<file path="src/tone_queue_sequencer_macros.svh">
// Assertion helpers for the tone queue sequencer.
// Both expect clk and rst_n in scope.
`ifndef TONE_QUEUE_SEQUENCER_MACROS_SVH
`define TONE_QUEUE_SEQUENCER_MACROS_SVH

// Same-cycle implication
`define TQS_ASSERT_IMPL(label, ante, cons, msg) \
  label: assert property (@(posedge clk) disable iff (!rst_n) (ante) |-> (cons)) \
    else $error(msg);

// Next-cycle implication
`define TQS_ASSERT_NEXT(label, ante, cons, msg) \
  label: assert property (@(posedge clk) disable iff (!rst_n) (ante) |=> (cons)) \
    else $error(msg);

`endif

</file>
<file path="src/tqs_pkg.sv">
`timescale 1ns / 1ps
package tqs_pkg;

  // Queue geometry
  localparam int QUEUE_DEPTH = 32;
  localparam int QDW         = $clog2(QUEUE_DEPTH);
  localparam int CNT_W       = QDW + 1;

  // Field widths
  localparam int OP_W    = 2;
  localparam int TONE_W  = 16;
  localparam int LEN_W   = 16;
  localparam int SLEN_W  = 8;
  localparam int NOTES_W = 5;

  // Period word that means silence
  localparam logic [TONE_W-1:0] SILENCE = 16'hFFFF;

  typedef enum logic [OP_W-1:0] {
    OP_TICK  = 2'd0,
    OP_PUSH  = 2'd1,
    OP_SOUND = 2'd2,
    OP_STOP  = 2'd3
  } tqs_op_t;

  typedef struct packed {
    logic [OP_W-1:0]   op;
    logic [TONE_W-1:0] tone;
    logic [LEN_W-1:0]  length;
  } tqs_item_t;

  typedef struct packed {
    logic               tone_on;
    logic [TONE_W-1:0]  period;
    logic               reload;
    logic               music_irq;
    logic [NOTES_W-1:0] notes_left;
    logic               refused;
  } tqs_result_t;

endpackage

</file>
<file path="src/tqs_in_if.sv">
`timescale 1ns / 1ps
interface tqs_in_if
  import tqs_pkg::*;
();
  logic              valid;
  logic              ready;
  logic [OP_W-1:0]   op;
  logic [TONE_W-1:0] tone;
  logic [LEN_W-1:0]  length;

  modport source (output valid, op, tone, length, input ready);
  modport sink   (input valid, op, tone, length, output ready);
endinterface

</file>
<file path="src/tqs_out_if.sv">
`timescale 1ns / 1ps
interface tqs_out_if
  import tqs_pkg::*;
();
  logic               valid;
  logic               ready;
  logic               tone_on;
  logic [TONE_W-1:0]  period;
  logic               reload;
  logic               music_irq;
  logic [NOTES_W-1:0] notes_left;
  logic               refused;

  modport source (output valid, tone_on, period, reload, music_irq, notes_left, refused,
                  input ready);
  modport sink   (input valid, tone_on, period, reload, music_irq, notes_left, refused,
                  output ready);
endinterface

</file>
<file path="src/tqs_in_reg.sv">
`timescale 1ns / 1ps
module tqs_in_reg
  import tqs_pkg::*;
(
  input  logic       clk,
  input  logic       rst_n,
  tqs_in_if.sink     in_bus,
  input  logic       out_free,
  output logic       step,
  output tqs_item_t  item
);

  logic      valid_r;
  tqs_item_t item_r;
  logic      accept;

  // Held item moves on whenever the result register can take it
  assign step         = valid_r && out_free;
  assign in_bus.ready = !valid_r || out_free;
  assign accept       = in_bus.valid && in_bus.ready;
  assign item         = item_r;

  always_ff @(posedge clk) begin
    if (!rst_n) begin
      valid_r <= 1'b0;
    end else if (accept) begin
      valid_r <= 1'b1;
    end else if (step) begin
      valid_r <= 1'b0;
    end
  end

  // Payload capture, no reset needed
  always_ff @(posedge clk) begin
    if (accept) begin
      item_r <= '{op: in_bus.op, tone: in_bus.tone, length: in_bus.length};
    end
  end

endmodule

</file>
<file path="src/tqs_engine.sv">
`timescale 1ns / 1ps
module tqs_engine
  import tqs_pkg::*;
(
  input  logic        clk,
  input  logic        rst_n,
  input  logic        step,
  input  tqs_item_t   item,
  output tqs_result_t result
);

  // Note and pattern stores (contents undefined until written)
  logic [TONE_W-1:0] music_periods_r [QUEUE_DEPTH];
  logic [LEN_W-1:0]  music_lengths_r [QUEUE_DEPTH];
  logic [TONE_W-1:0] sound_periods_r [QUEUE_DEPTH];
  logic [SLEN_W-1:0] sound_lengths_r [QUEUE_DEPTH];

  // Control state
  logic [QDW-1:0]    music_head_r, music_head_nxt;
  logic [QDW-1:0]    music_tail_r, music_tail_nxt;
  logic [LEN_W-1:0]  music_wait_r, music_wait_nxt;
  logic [CNT_W-1:0]  sound_pos_r, sound_pos_nxt;
  logic [CNT_W-1:0]  sound_end_r, sound_end_nxt;
  logic [SLEN_W-1:0] sound_wait_r, sound_wait_nxt;
  logic [TONE_W-1:0] sound_repeats_r, sound_repeats_nxt;
  logic [CNT_W-1:0]  load_count_r, load_count_nxt;
  logic [TONE_W-1:0] cur_period_r, cur_period_nxt;
  logic              enabled_r, enabled_nxt;

  // Store reads and helpers
  logic [CNT_W-1:0]  snd_pos_inc;
  logic [TONE_W-1:0] snd_per;
  logic [SLEN_W-1:0] snd_len_next;
  logic [SLEN_W-1:0] snd_len_first;
  logic [QDW-1:0]    head_inc;
  logic [QDW-1:0]    tail_inc;
  logic [TONE_W-1:0] mus_per;
  logic [LEN_W-1:0]  mus_len_next;
  logic [TONE_W-1:0] tone_m1;

  logic              play_en;
  logic [TONE_W-1:0] play_per;
  logic              rl, irq, ref_flag;
  logic              music_we, sound_we;

  assign snd_pos_inc   = sound_pos_r + CNT_W'(1);
  assign snd_per       = sound_periods_r[sound_pos_r[QDW-1:0]];
  assign snd_len_next  = sound_lengths_r[snd_pos_inc[QDW-1:0]];
  assign snd_len_first = sound_lengths_r[0];
  assign head_inc      = music_head_r + QDW'(1);
  assign tail_inc      = music_tail_r + QDW'(1);
  assign mus_per       = music_periods_r[music_head_r];
  assign mus_len_next  = music_lengths_r[head_inc];
  assign tone_m1       = item.tone - TONE_W'(1);

  // Next-state logic for one item
  always_comb begin
    music_head_nxt    = music_head_r;
    music_tail_nxt    = music_tail_r;
    music_wait_nxt    = music_wait_r;
    sound_pos_nxt     = sound_pos_r;
    sound_end_nxt     = sound_end_r;
    sound_wait_nxt    = sound_wait_r;
    sound_repeats_nxt = sound_repeats_r;
    load_count_nxt    = load_count_r;
    cur_period_nxt    = cur_period_r;
    enabled_nxt       = enabled_r;
    play_en           = 1'b0;
    play_per          = snd_per;
    rl                = 1'b0;
    irq               = 1'b0;
    ref_flag          = 1'b0;
    music_we          = 1'b0;
    sound_we          = 1'b0;

    case (tqs_op_t'(item.op))
      OP_TICK: begin
        if (sound_pos_r != sound_end_r) begin
          // Sound pattern owns the output
          play_en  = 1'b1;
          play_per = snd_per;
          if (sound_wait_r <= SLEN_W'(1)) begin
            if (snd_pos_inc == sound_end_r || snd_pos_inc > CNT_W'(QUEUE_DEPTH - 1)) begin
              sound_pos_nxt = '0;
              if (sound_repeats_r > TONE_W'(1)) begin
                sound_repeats_nxt = sound_repeats_r - TONE_W'(1);
                sound_wait_nxt    = snd_len_first;
              end else begin
                sound_end_nxt     = '0;
                sound_repeats_nxt = '0;
                sound_wait_nxt    = '0;
              end
            end else begin
              sound_pos_nxt  = snd_pos_inc;
              sound_wait_nxt = snd_len_next;
            end
          end else begin
            sound_wait_nxt = sound_wait_r - SLEN_W'(1);
          end
          // Music keeps time silently
          if (music_head_r != music_tail_r) begin
            if (music_wait_r <= LEN_W'(1)) begin
              music_head_nxt = head_inc;
              music_wait_nxt = mus_len_next;
            end else begin
              music_wait_nxt = music_wait_r - LEN_W'(1);
            end
          end
        end else if (music_head_r != music_tail_r) begin
          play_en  = 1'b1;
          play_per = mus_per;
          if (music_wait_r <= LEN_W'(1)) begin
            music_head_nxt = head_inc;
            music_wait_nxt = mus_len_next;
            irq            = (head_inc + QDW'(1)) == music_tail_r;
          end else begin
            music_wait_nxt = music_wait_r - LEN_W'(1);
          end
        end else begin
          enabled_nxt = 1'b0;
        end
      end

      OP_PUSH: begin
        if (tail_inc == music_head_r) begin
          ref_flag = 1'b1;
        end else begin
          if (music_head_r == music_tail_r) begin
            music_wait_nxt = item.length;
          end
          music_we       = 1'b1;
          music_tail_nxt = tail_inc;
        end
      end

      OP_SOUND: begin
        // First entry of a new load drops the old pattern
        if (load_count_r == '0) begin
          sound_pos_nxt     = '0;
          sound_end_nxt     = '0;
          sound_repeats_nxt = '0;
        end
        if (item.length != '0) begin
          if (load_count_r >= CNT_W'(QUEUE_DEPTH)) begin
            ref_flag = 1'b1;
          end else begin
            sound_we       = 1'b1;
            load_count_nxt = load_count_r + CNT_W'(1);
          end
        end else begin
          // Terminator: arm the pattern
          sound_repeats_nxt = item.tone;
          sound_pos_nxt     = '0;
          sound_end_nxt     = load_count_r;
          sound_wait_nxt    = snd_len_first;
          load_count_nxt    = '0;
        end
      end

      default: begin
        // Stop and clear
        music_head_nxt    = '0;
        music_tail_nxt    = '0;
        music_wait_nxt    = '0;
        sound_pos_nxt     = '0;
        sound_end_nxt     = '0;
        sound_wait_nxt    = '0;
        sound_repeats_nxt = '0;
        load_count_nxt    = '0;
        cur_period_nxt    = '0;
        enabled_nxt       = 1'b0;
        rl                = 1'b1;
      end
    endcase

    // Tone drive: silence word mutes, a new period reloads the PWM
    if (play_en) begin
      if (play_per != SILENCE) begin
        enabled_nxt = 1'b1;
        if (play_per != cur_period_r) begin
          cur_period_nxt = play_per;
          rl             = 1'b1;
        end
      end else begin
        enabled_nxt = 1'b0;
      end
    end
  end

  assign result = '{
    tone_on:    enabled_nxt,
    period:     cur_period_nxt,
    reload:     rl,
    music_irq:  irq,
    notes_left: NOTES_W'(music_tail_nxt - music_head_nxt),
    refused:    ref_flag
  };

  // Control registers
  always_ff @(posedge clk) begin
    if (!rst_n) begin
      music_head_r    <= '0;
      music_tail_r    <= '0;
      music_wait_r    <= '0;
      sound_pos_r     <= '0;
      sound_end_r     <= '0;
      sound_wait_r    <= '0;
      sound_repeats_r <= '0;
      load_count_r    <= '0;
      cur_period_r    <= '0;
      enabled_r       <= 1'b0;
    end else if (step) begin
      music_head_r    <= music_head_nxt;
      music_tail_r    <= music_tail_nxt;
      music_wait_r    <= music_wait_nxt;
      sound_pos_r     <= sound_pos_nxt;
      sound_end_r     <= sound_end_nxt;
      sound_wait_r    <= sound_wait_nxt;
      sound_repeats_r <= sound_repeats_nxt;
      load_count_r    <= load_count_nxt;
      cur_period_r    <= cur_period_nxt;
      enabled_r       <= enabled_nxt;
    end
  end

  // Store writes
  always_ff @(posedge clk) begin
    if (step && music_we) begin
      music_periods_r[music_tail_r] <= tone_m1;
      music_lengths_r[music_tail_r] <= item.length;
    end
    if (step && sound_we) begin
      sound_periods_r[load_count_r[QDW-1:0]] <= tone_m1;
      sound_lengths_r[load_count_r[QDW-1:0]] <= item.length[SLEN_W-1:0];
    end
  end

endmodule

</file>
<file path="src/tqs_out_reg.sv">
`timescale 1ns / 1ps
module tqs_out_reg
  import tqs_pkg::*;
(
  input  logic        clk,
  input  logic        rst_n,
  input  logic        step,
  input  tqs_result_t result,
  tqs_out_if.source   out_bus,
  output logic        out_free
);

  logic        valid_r;
  tqs_result_t result_r;

  assign out_free = !valid_r || out_bus.ready;

  always_ff @(posedge clk) begin
    if (!rst_n) begin
      valid_r <= 1'b0;
    end else if (step) begin
      valid_r <= 1'b1;
    end else if (out_bus.ready) begin
      valid_r <= 1'b0;
    end
  end

  always_ff @(posedge clk) begin
    if (step) begin
      result_r <= result;
    end
  end

  assign out_bus.valid      = valid_r;
  assign out_bus.tone_on    = result_r.tone_on;
  assign out_bus.period     = result_r.period;
  assign out_bus.reload     = result_r.reload;
  assign out_bus.music_irq  = result_r.music_irq;
  assign out_bus.notes_left = result_r.notes_left;
  assign out_bus.refused    = result_r.refused;

endmodule

</file>
<file path="src/tone_queue_sequencer.sv">
`timescale 1ns / 1ps
`include "tone_queue_sequencer_macros.svh"
// Square-wave tone sequencer with a music note ring and a looping sound pattern.
// in_bus  : valid/ready transactions of {op, tone, length}. op selects tick,
//           push music note, load sound entry, or stop and clear.
// out_bus : valid/ready transactions, one per input transaction, in order:
//           tone_on, period word, reload strobe, music_irq, notes_left, refused.
// Throughput: one transaction per cycle while the receiver takes results.
// Each item is captured in an input register, processed in one pass of the
// update logic (state, pointers and the 32-entry register stores) and lands
// in the result register.
// Reset (synchronous, active low) clears pointers, waits, counts, the period
// and the tone enable; store contents stay undefined until written.
// When the receiver stalls, the result register holds its transaction and the
// input register takes one more item, after which in_bus.ready drops until the
// result is taken.
module tone_queue_sequencer
  import tqs_pkg::*;
(
  input  logic      clk,
  input  logic      rst_n,
  tqs_in_if.sink    in_bus,
  tqs_out_if.source out_bus
);

  logic        step;
  logic        out_free;
  tqs_item_t   item;
  tqs_result_t result;

  tqs_in_reg u_in_reg (
    .clk      (clk),
    .rst_n    (rst_n),
    .in_bus   (in_bus),
    .out_free (out_free),
    .step     (step),
    .item     (item)
  );

  tqs_engine u_engine (
    .clk    (clk),
    .rst_n  (rst_n),
    .step   (step),
    .item   (item),
    .result (result)
  );

  tqs_out_reg u_out_reg (
    .clk      (clk),
    .rst_n    (rst_n),
    .step     (step),
    .result   (result),
    .out_bus  (out_bus),
    .out_free (out_free)
  );

  // Interrupt only fires with a single note left
  `TQS_ASSERT_IMPL(a_irq_one_left, out_bus.valid && out_bus.music_irq, out_bus.notes_left == NOTES_W'(1), "music_irq without exactly one note left")
  // A reload with the tone off can only come from stop and clear
  `TQS_ASSERT_IMPL(a_stop_reload, out_bus.valid && out_bus.reload && !out_bus.tone_on, out_bus.period == '0, "reload with tone off but nonzero period")
  // A refused push or sound load changes nothing on the tone side
  `TQS_ASSERT_IMPL(a_refused_quiet, out_bus.valid && out_bus.refused, !out_bus.reload && !out_bus.music_irq, "refused transaction carries reload or irq")
  // Every processed item shows up on the output next cycle
  `TQS_ASSERT_NEXT(a_step_to_out, step, out_bus.valid, "processed item did not reach the output")

endmodule
</file>
<file path="src/flat_wrapper.sv">
// flat-port wrapper written by rule: the top's interface ports become plain ports
module tone_queue_sequencer_flat import tqs_pkg::*;
  (clk, rst_n, in_bus_valid, in_bus_op, in_bus_tone, in_bus_length, in_bus_ready, out_bus_valid, out_bus_tone_on, out_bus_period, out_bus_reload, out_bus_music_irq, out_bus_notes_left, out_bus_refused, out_bus_ready);
  tqs_in_if in_bus_i ();
  tqs_out_if out_bus_i ();
  input  logic clk;
  input  logic rst_n;
  input wire logic [$bits(in_bus_i.valid)-1:0] in_bus_valid;
  input wire logic [$bits(in_bus_i.op)-1:0] in_bus_op;
  input wire logic [$bits(in_bus_i.tone)-1:0] in_bus_tone;
  input wire logic [$bits(in_bus_i.length)-1:0] in_bus_length;
  output wire logic [$bits(in_bus_i.ready)-1:0] in_bus_ready;
  output wire logic [$bits(out_bus_i.valid)-1:0] out_bus_valid;
  output wire logic [$bits(out_bus_i.tone_on)-1:0] out_bus_tone_on;
  output wire logic [$bits(out_bus_i.period)-1:0] out_bus_period;
  output wire logic [$bits(out_bus_i.reload)-1:0] out_bus_reload;
  output wire logic [$bits(out_bus_i.music_irq)-1:0] out_bus_music_irq;
  output wire logic [$bits(out_bus_i.notes_left)-1:0] out_bus_notes_left;
  output wire logic [$bits(out_bus_i.refused)-1:0] out_bus_refused;
  input wire logic [$bits(out_bus_i.ready)-1:0] out_bus_ready;
  assign in_bus_i.valid = in_bus_valid;
  assign in_bus_i.op = in_bus_op;
  assign in_bus_i.tone = in_bus_tone;
  assign in_bus_i.length = in_bus_length;
  assign in_bus_ready = in_bus_i.ready;
  assign out_bus_valid = out_bus_i.valid;
  assign out_bus_tone_on = out_bus_i.tone_on;
  assign out_bus_period = out_bus_i.period;
  assign out_bus_reload = out_bus_i.reload;
  assign out_bus_music_irq = out_bus_i.music_irq;
  assign out_bus_notes_left = out_bus_i.notes_left;
  assign out_bus_refused = out_bus_i.refused;
  assign out_bus_i.ready = out_bus_ready;
  tone_queue_sequencer u_core (.clk(clk), .rst_n(rst_n), .in_bus(in_bus_i), .out_bus(out_bus_i));
endmodule
</file>
<file path="config.mk">
export PLATFORM = sky130hd
export DESIGN_NAME = tone_queue_sequencer_flat
export DESIGN_NICKNAME = d
export VERILOG_FILES = /design/src/tqs_pkg.sv /design/src/tqs_in_if.sv /design/src/tqs_out_if.sv /design/src/tqs_in_reg.sv /design/src/tqs_engine.sv /design/src/tqs_out_reg.sv /design/src/tone_queue_sequencer.sv /design/src/flat_wrapper.sv
export VERILOG_INCLUDE_DIRS = /design/src /design/src/src
export SDC_FILE = /design/constraint.sdc
export NUM_CORES = 2
export LEC_CHECK = 0
export BUFFER_PORTS_ARGS = -buffer_cell sky130_fd_sc_hd__buf_4
export CAP_MARGIN = 15
export CORE_MARGIN = 1
export CORE_UTILIZATION = 55
export CTS_CLUSTER_SIZE = 30
export DETAILED_ROUTE_END_ITERATION = 10
export PLACE_DENSITY = 0.81
export SYNTH_ARGS = -nofsm -noshare
export SYNTH_HDL_FRONTEND = slang
export SYNTH_SLANG_ARGS = --single-unit
</file>
<file path="constraint.sdc">
create_clock -name clk -period 9.4 [get_ports clk]
set_clock_uncertainty 0.05 [all_clocks]
set_input_delay 0.94 -clock clk [delete_from_list [all_inputs] [get_ports clk]]
set_output_delay 0.94 -clock clk [all_outputs]
set_load 0.02 [all_outputs]
</file>
==> results_dict.tcl <==
set metrics [dict create \
    status "finished clean" \
    max_freq_mhz 175 \
    fp.coreArea_um2 140000 \
    diodes 0 \
    crit_buf_inv 2 \
    drt-total-wl_um 202000 \
    synthCells 4160 \
    critPathMaxFanout 50 \
    final_nets 4391 \
    worst_pin_slew_ps 1170 \
    fin_crit_sh 0.609 \
    cts_tree "built" \
    std_cell_rows 137 \
    cp_top_family "simple AND/OR/NAND/NOR gates" \
    cp_slowest_stage_delay_ps 960 \
    relSlewSlack 0.218 \
    grt_pass1_vias 43000 \
    drc 0 \
    root_buffer "clkbuf_16" \
    maxCapViolations 0 \
    clockBufferDepth 3 \
    synth_top_cell_by_area "edfxtp_1" \
    area_growth_pct 13.0 \
    critPathMostFrequentCell "buf_4" \
    place_area_um2 81500 \
    final_antenna_net_count 0 \
    powerDensity_nw_per_um2 205 \
    postSynth.asyncResetShare 0 \
    syn_area_per_cell_um2 18.7 \
    io_buffers 64 \
    routedWlPerCell_um 31.8 \
    grt_pass1_wl_um 292000 \
    grt_use_total 0.285 \
    synth_edf_count 1851 \
    synth_top_area_frac 0.713 \
    syn_area_um2 77900 \
    crit_chain "buf_4 -> mux4_2 -> o22ai_1 -> nor4_1 -> a32oi_1 -> nor4bb_1 -> a21o_1 -> a21oi_2 -> buf_4 -> nor2_4 -> a22o_1" \
    slew_violations 0 \
    place_hpwl_um 109000 \
    slowest_stage "dfxtp_4" \
    rsz0062_at_grt "false" \
    required_ps 10070 \
    vias 43100 \
    yosysUniqueCellTypes 81 \
    dr.pass1.iters 6 \
    synth_warnings 0 \
    cts_resized 0 \
    clkLatencyLatePin_ps 860 \
    final_layout_size_suffix_gt1_frac 0.235 \
    viasPerCell 6.78 \
    hp-class "in2reg" \
    hold_viol_final 0 \
    postCtsSetupBuffers 0 \
    worstSetupPathType "reg2reg" \
    endpoint_kind "flop" \
    syn_nets 4228 \
    first_iter_violations 6671 \
    synth-seq-cells 1948 \
    htree_levels 4 \
    hold_slack_ps 207 \
    start_util 0.556 \
    setup_viol 0 \
    arrival_ps 6390 \
    postCtsHoldBufs 0 \
    antenna_found_initial 2 \
    cp-start-kind "flop" \
    gp_congestion 0.891 \
    fp.dieW_um 378 \
    min_period_ps 5720 \
    seq_area_frac_synth 0.738 \
    synthFlopType "edfxtp_1" \
    path_clk_slew_ps 60 \
    die_h_um 378 \
    p_leak_nw 27.4 \
    final_area_um2 88000 \
    grt_max_degree 107 \
    ios 65 \
    die_area_um2 143000 \
    clock-sinks 1948 \
    numCtsBuffers 188 \
    grt.overflow.total 0 \
    synth.area.top_cells "edfxtp_1 71%, mux4_2 12%, dfxtp_1 2.5%, mux2i_1 2.0%, nand2_1 1.2%" \
    fin_setup_tns_ps 0 \
    ir_drop_uv 172 \
]
-- cells by family after synthesis --
logic type	Yosys count	share of synthesized area
and+or+nand+nor	766	0.0462
DFF	1948	0.738
buffers and inverters	273	0.0152
muxes	594	0.144
AOI/OAI and AO/OA	447	0.0404
adders and majority gates	30	0.00491
xor gates and xnor gates	102	0.0115
-- registers in the layout (all words and copies together) (netlist names), 5 cells and up, named ones only --
| name | cells |
|---|---|
| u_core.u_engine.sound_end_r | 6 |
| u_core.u_out_reg.out_bus.period | 16 |
| u_core.u_engine.sound_lengths_r | 256 |
| u_core.u_engine.music_lengths_r | 512 |
| u_core.u_engine.sound_repeats_r | 16 |
| u_core.u_engine.music_wait_r | 16 |
| u_core.u_engine.music_head_r | 5 |
| u_core.u_engine.sound_pos_r | 6 |
| u_core.u_engine.sound_periods_r | 512 |
| u_core.u_in_reg.item | 34 |
| u_core.u_engine.music_tail_r | 5 |
| u_core.u_out_reg.out_bus.notes_left | 5 |
| u_core.u_engine.music_periods_r | 512 |
| u_core.u_engine.sound_wait_r | 8 |
| u_core.u_engine.cur_period_r | 16 |
| u_core.u_engine.load_count_r | 6 |
-- worst register-to-register path: cells and delay by family (launching register included) --
family                 cells  cell delay [ps]
flip-flops                 1              960
multiplexers               1              470
buffers and inverters      2             1230
AO/OA/AOI/OAI              5             1330
AND/OR/NAND/NOR            3             1550
-- per-stage QoR --
stage,utilization,setup WS (ps),power [W],std cells
CTS,0.628,3740,0.0180,6358
global placement,0.582,3880,0.0103,6008
global route,0.629,3380,0.0184,6359
finish,0.629,3680,0.0180,6359
detailed placement,0.582,3780,0.0103,6008
floorplan,-,4880,0.0101,4160
-- path summary, 6_finish.rpt --
check,from,to,slack (ps),cells past startpoint
worst min-delay path,in_bus_length[8],u_core.u_in_reg.item[8],210,1
worst max-delay path,flop,u_core.u_out_reg.out_bus.period[7],3680,11
worst max register to register,flop,u_core.u_out_reg.out_bus.period[7],3680,11
worst min register to register,u_core.u_engine.sound_end_r[4],u_core.u_engine.sound_end_r[4],420,2
-- report_power, final --
group / leakage (nW) / switching [W] / internal [W]
combinational: 6.79 / 0.000371 / 0.000178
clock: 3.15 / 0.00339 / 0.00447
sequential: 17.5 / 0.0000525 / 0.00954
total: 27.4 / 0.00382 / 0.0142
-- routing by layer --
layer	global-route usage	part of all wire	vias to the layer above
li1	-	-	17200
met4	0.120	0.044	2
met2	0.444	0.47	3340
met1	0.392	0.36	22000
met3	0.0644	0.12	542
met5	0	0.000064	-
-- cells in the mapped netlist, drive strengths merged, types with 29 or more instances --
master and n:
a21oi 83, buf 97, nand2 249, ha 29, edfxtp 1851, a211oi 45
mux2i 156, xnor2 55, o21ai 53, dfxtp 97, nor3 35, inv 39
nand3 75, and3 40, mux4 416, clkbuf 135, nor2 207, a22oi 79
xor2 47, nor2b 32
-- cell type report --
| type | instances | area [um2] |
|---|---|---|
| Tap cell | 1876 | 2350 |
| Clock buffer | 227 | 4940 |
| Fill cell | 9038 | 52000 |
| Inverter | 41 | 154 |
| Multi-Input combinational cell | 1939 | 19900 |
| Clock inverter | 123 | 1590 |
| Sequential cell | 1948 | 57600 |
| Timing Repair Buffer | 205 | 1580 |
-- cell usage in the layout (no fill, tap or decap), types with 40 or more instances in the layout --
cell type	Yosys	routed
nand2_1	249	248
mux4_2	416	416
nor2_1	206	141
a22oi_1	79	79
dfxtp_1	97	87
xnor2_1	55	50
edfxtp_1	1851	1851
buf_4	12	202
nand3_1	75	75
o21ai_0	51	51
clkbuf_16	0	188
mux2i_1	155	155
a211oi_1	45	45
and3_1	40	40
a21oi_1	81	81
Power figures use the tool's default switching activity.
